$ cat src/hdl/wts_pkg.sv
package wts_pkg;

    localparam int SUM_W = 40;
    localparam int SS_W  = 64;

    // Register indexes on the configuration port
    localparam logic [1:0] REG_ROW_LENGTH   = 2'd0;
    localparam logic [1:0] REG_GROUP_SPLIT  = 2'd1;
    localparam logic [1:0] REG_EMPTY_MARKER = 2'd2;

    // Result status codes
    localparam logic [1:0] ST_OK   = 2'd0;
    localparam logic [1:0] ST_FEW  = 2'd1;
    localparam logic [1:0] ST_FLAT = 2'd2;
    localparam logic [1:0] ST_SAT  = 2'd3;

    typedef enum logic [3:0] {
        S_IDLE,
        S_CHECK,
        S_M1,
        S_M2,
        S_PASS,
        S_V1A,
        S_V1B,
        S_V2A,
        S_V2B,
        S_WCHK,
        S_ROOT,
        S_QUOT
    } t_state;

    typedef enum logic {
        OP_DIV,
        OP_SQRT
    } t_itu_op;

    typedef struct packed {
        logic        start;
        t_itu_op     op;
        logic [63:0] dividend;
        logic [31:0] divisor;
    } t_itu_req;

    typedef struct packed {
        logic        done;
        logic [63:0] result;
    } t_itu_rsp;

endpackage

$ cat src/hdl/wts_itu.sv
module wts_itu (
    input  logic              i_clk,
    input  logic              i_rst_n,
    input  wts_pkg::t_itu_req i_req,
    output wts_pkg::t_itu_rsp o_rsp
);
    import wts_pkg::*;

    logic        r_run;
    logic        r_done;
    t_itu_op     r_op;
    logic [6:0]  r_cnt;
    logic [34:0] r_rem;
    logic [63:0] r_quo;
    logic [63:0] r_src;
    logic [31:0] r_div;

    logic [34:0] rem_sh;
    logic [34:0] trial;
    logic        ge;
    logic [6:0]  last_step;

    // Restoring division takes one dividend bit per step; the root takes two
    // radicand bits per step with the trial value built from the partial root.
    always_comb begin
        if (r_op == OP_SQRT) begin
            rem_sh    = {r_rem[32:0], r_src[63:62]};
            trial     = {r_quo[32:0], 2'b01};
            last_step = 7'd31;
        end else begin
            rem_sh    = {r_rem[33:0], r_src[63]};
            trial     = {3'b000, r_div};
            last_step = 7'd63;
        end
        ge = (rem_sh >= trial);
    end

    always_ff @(posedge i_clk) begin
        if (!i_rst_n) begin
            r_run  <= 1'b0;
            r_done <= 1'b0;
        end else begin
            r_done <= 1'b0;
            if (i_req.start) begin
                r_run <= 1'b1;
                r_op  <= i_req.op;
                r_cnt <= '0;
                r_rem <= '0;
                r_quo <= '0;
                r_src <= i_req.dividend;
                r_div <= i_req.divisor;
            end else if (r_run) begin
                r_rem <= ge ? (rem_sh - trial) : rem_sh;
                r_quo <= {r_quo[62:0], ge};
                r_src <= (r_op == OP_SQRT) ? {r_src[61:0], 2'b00} : {r_src[62:0], 1'b0};
                r_cnt <= r_cnt + 7'd1;
                if (r_cnt == last_step) begin
                    r_run  <= 1'b0;
                    r_done <= 1'b1;
                end
            end
        end
    end

    assign o_rsp.done   = r_done;
    assign o_rsp.result = r_quo;

endmodule

$ cat config.mk
export PLATFORM = sky130hd
export DESIGN_NAME = wts_itu
export DESIGN_NICKNAME = d
export VERILOG_FILES = /design/src/hdl/wts_pkg.sv /design/src/hdl/wts_itu.sv
export SDC_FILE = /design/constraint.sdc
export NUM_CORES = 1
export LEC_CHECK = 0
export ABC_AREA = 1
export BUFFER_PORTS_ARGS = -buffer_cell sky130_fd_sc_hd__clkbuf_2
export CAP_MARGIN = 30
export CORE_ASPECT_RATIO = 1.25
export CORE_MARGIN = 5
export CORE_UTILIZATION = 31
export CTS_CLUSTER_SIZE = 40
export DETAILED_ROUTE_END_ITERATION = 10
export PLACE_DENSITY_LB_ADDON = 0.2
export SLEW_MARGIN = 5
export SYNTH_ARGS = -nofsm -noshare
export SYNTH_HDL_FRONTEND = slang
export SYNTH_SLANG_ARGS = --single-unit
$ cat constraint.sdc
create_clock -name i_clk -period 7.68 [get_ports i_clk]
set_clock_uncertainty 0.15 [all_clocks]
set_input_delay 0 -clock i_clk [delete_from_list [all_inputs] [get_ports i_clk]]
set_output_delay 0 -clock i_clk [all_outputs]
set_load 0.02 [all_outputs]
==> metrics.csv <==
metric,value,unit
fin util,39.8,%
P per Cell Area,237,mW/mm^2
cell taking the most area after synthesis,edfxtp_1,
Seq pwr share,38.6,%
power share of the clock group,31.8,%
initial antenna violation count,0,
GRT Total Usage,15.1,%
Die Wd,188,um
hold slack,0.0330,ns
vias in the first global route,10500,
met3 WL,1600,um
"Seq/Total Area, Yosys",50.0,%
kind of critical path,reg2reg,
post-route ant nets,0,
YS warnings,0,
Clock Latency Late Sink,0.54,ns
Max Slew Vio Count,0,
Site Rows,81,
via-per-instance ratio,4.56,
Syn Area/Cell,7.95,um^2
grt total ovfl,0,
Max-slew headroom,37.6,%
routed wl met2,16900,um
initial DRC count,576,
die area,0.0435,mm^2
internal power,2.45,mW
Leakage,7.22,nW
setup TNS,0,ns
CP Capture Type,flop,
Core Box Area,0.0390,mm^2
Max H-tree Level,1,
"Reg clk slew, reported paths",0.06,ns
slowest cell on the critical path,nor2_4,
Psw,1.24,mW
first-pass GRT wire length,54000,um
initial core utilization,31.3,%
Synth area leaders,"edfxtp_1 (50%), nand2_1 (12%), nor2_1 (7.2%), inv_1 (6.9%), a21oi_1 (5.9%)",
maximum vdd drop,0.000152,V
Final GP Congestion,0.904,
CTS Buf Count,24,
Slew @ Worst Pin,0.936,ns
Layout area overhead,27.3,%
Die Y,232,um
WP data required,7.92,ns
WP buf/inv,4,
outcome,completed,
top cell type's share of synthesized area,49.7,%
Unique masters post-synth,39,
sw frac,33.7,%
period utilisation layout,62.8,%
power share of the combinational group,29.6,%
worst min path class,in2reg,
clk root buf,clkbuf_16,
I/O pin count,165,
CTS sink cnt,204,
CTS Buffer Depth,3,
Synth Instances,1537,
Synthesized Nets,1674,
nets,1937,
"Setup Fix Bufs, Post-CTS",0,
cell area after synthesis,0.0122,mm^2
"critical path fanouts, max",103,
CP arrival,5.06,ns
vias post-DR,10600,
# resized after CTS,0,
layout cell share with drive strength beyond 1,14.9,%
Most common cell on crit path,nor2_1,
CP cell instances,buf_4 > inv_2 > or2_2 > o21ai_0 > inv_1 > ha_1 > a21oi_2 > nor2_1 > a211oi_1 > nand2_2 > nor2_4 > nand2_8 > inv_6 > nor2_1 > nor2_1,
DR top layer,met4,
Routed WL per cell,14.6,um
"delay-heaviest family, CP",simple AND/OR/NAND/NOR gates,
Crit path largest cell delay,0.71,ns
Routed WL,33800,um
# setup viols final,0,
final worst path period need,4.82,ns
TritonCTS clock tree,done,
Critical Path Start Type,flop,
hold_buf cts,125,
Max Cap Viol,0,
DRC violations left,0,
"flops & latches, synth",204,
RSZ-0062 raised after global routing,false,
I/O Buffers,164,
Inserted Diodes,0,
largest net degree at the start of global routing,104,
Total Power,3.69,mW
Fmax achieved,0.207,GHz
TritonRoute pass-1 iters,5,
post-DP HPWL,23100,um
met1 WL,14500,um
final hold violation count,0,
-- cell usage after synthesis --
cell type and instances:
clkbuf_1 39, nor3_1 4, nor2_4 1, inv_6 1, buf_6 6, nand3_2 1
nand2_2 7, nand2_8 1, o21ai_0 68, o21a_1 1, nand4_1 7, buf_1 12
nor3_2 1, nand2_1 396, xnor2_1 3, inv_1 223, fa_1 1, a21o_1 2
nor2_2 8, buf_4 3, inv_2 3, xor2_1 15, buf_2 3, nand3b_2 1
nor3b_1 1, nand3b_1 7, nand2_4 2, a21oi_1 145, a21oi_2 1, nor2_1 233
ha_1 36, a211oi_1 1, dfxtp_1 2, o21bai_1 6, edfxtp_1 202, or2_2 29
and3_1 1, and2_1 4, nand3_1 60
-- area by class of cell --
cell class              count  area (um^2)
fillers                  4018        23500
flip-flops and latches    204         6110
clock inverters            17          190
well taps                 498          623
repair buffers            300         2200
inverters                 227          857
clock buffers              27          612
multi-input cells        1043         4960
-- per-layer routing --
metal  vias up  GRT usage [%]
met5         -              0
met4         0           4.06
met3        39           2.72
met2       199           27.5
met1      4872           18.3
li1       5452              -
-- cells in the final DEF, fill, tap and decap left out, types with 3 or more instances in the layout --
cell / instances
inv_1: 222
clkinv_1: 4
clkinv_4: 3
xnor2_1: 3
nand2_1: 395
nand2_4: 3
ha_1: 36
nand2_2: 7
nor2_1: 233
buf_4: 10
inv_2: 4
clkbuf_2: 163
bufinv_16: 3
o21bai_1: 6
clkbuf_1: 3
and2_1: 4
edfxtp_1: 202
xor2_1: 15
inv_6: 3
nand3_1: 60
nor3_1: 4
nand3b_1: 7
a21oi_1: 145
o21ai_0: 68
nor2_2: 8
nand4_1: 7
or2_2: 29
clkbuf_16: 24
dlygate4sd3_1: 125
-- registers in the layout (all words and copies together) (netlist names) --
signal / flops
r_run: 1
r_div: 32
r_quo: 64
r_done: 1
r_cnt: 7
r_rem: 34
r_src: 64
r_op: 1
-- cells by family after synthesis --
logic type / count (synthesis) / synth area share (%)
simple gates: 764 / 26.0
buf+inv: 290 / 9.44
compound gates: 224 / 9.41
flops: 204 / 50.0
fa+ha+maj: 37 / 3.85
xor+xnor: 18 / 1.29
-- final timing paths --
kind	to	cells after the start	start	slack, ns
setup / recovery	r_rem[0]	15	r_op	2.86
hold / removal	r_div[19]	2	i_req[19]	0.03
setup reg to reg	r_rem[0]	15	r_op	2.86
hold reg to reg	r_done	2	r_run	0.39
-- power by group through the flow --
stage | Combinational (mW) | Sequential (mW) | Clock [mW]
2_1_floorplan | 0.745 | 1.48 | 0
3_3_place_gp | 1.03 | 1.45 | 0
3_5_place_dp | 1.04 | 1.45 | 0
4_1_cts | 1.10 | 1.43 | 1.22
5_1_grt | 1.24 | 1.44 | 1.26
6_report | 1.09 | 1.42 | 1.18
-- per-stage QoR --
step	cell area [um^2]	setup WS (ns)	instances
after floorplan	12200	2.84	1537
after global placement	13400	2.91	2145
after detailed placement	13500	2.82	2146
after CTS	15500	2.82	2315
after global routing	15500	2.39	2316
final	15500	2.86	2316
(Power assumes the default switching activity.)
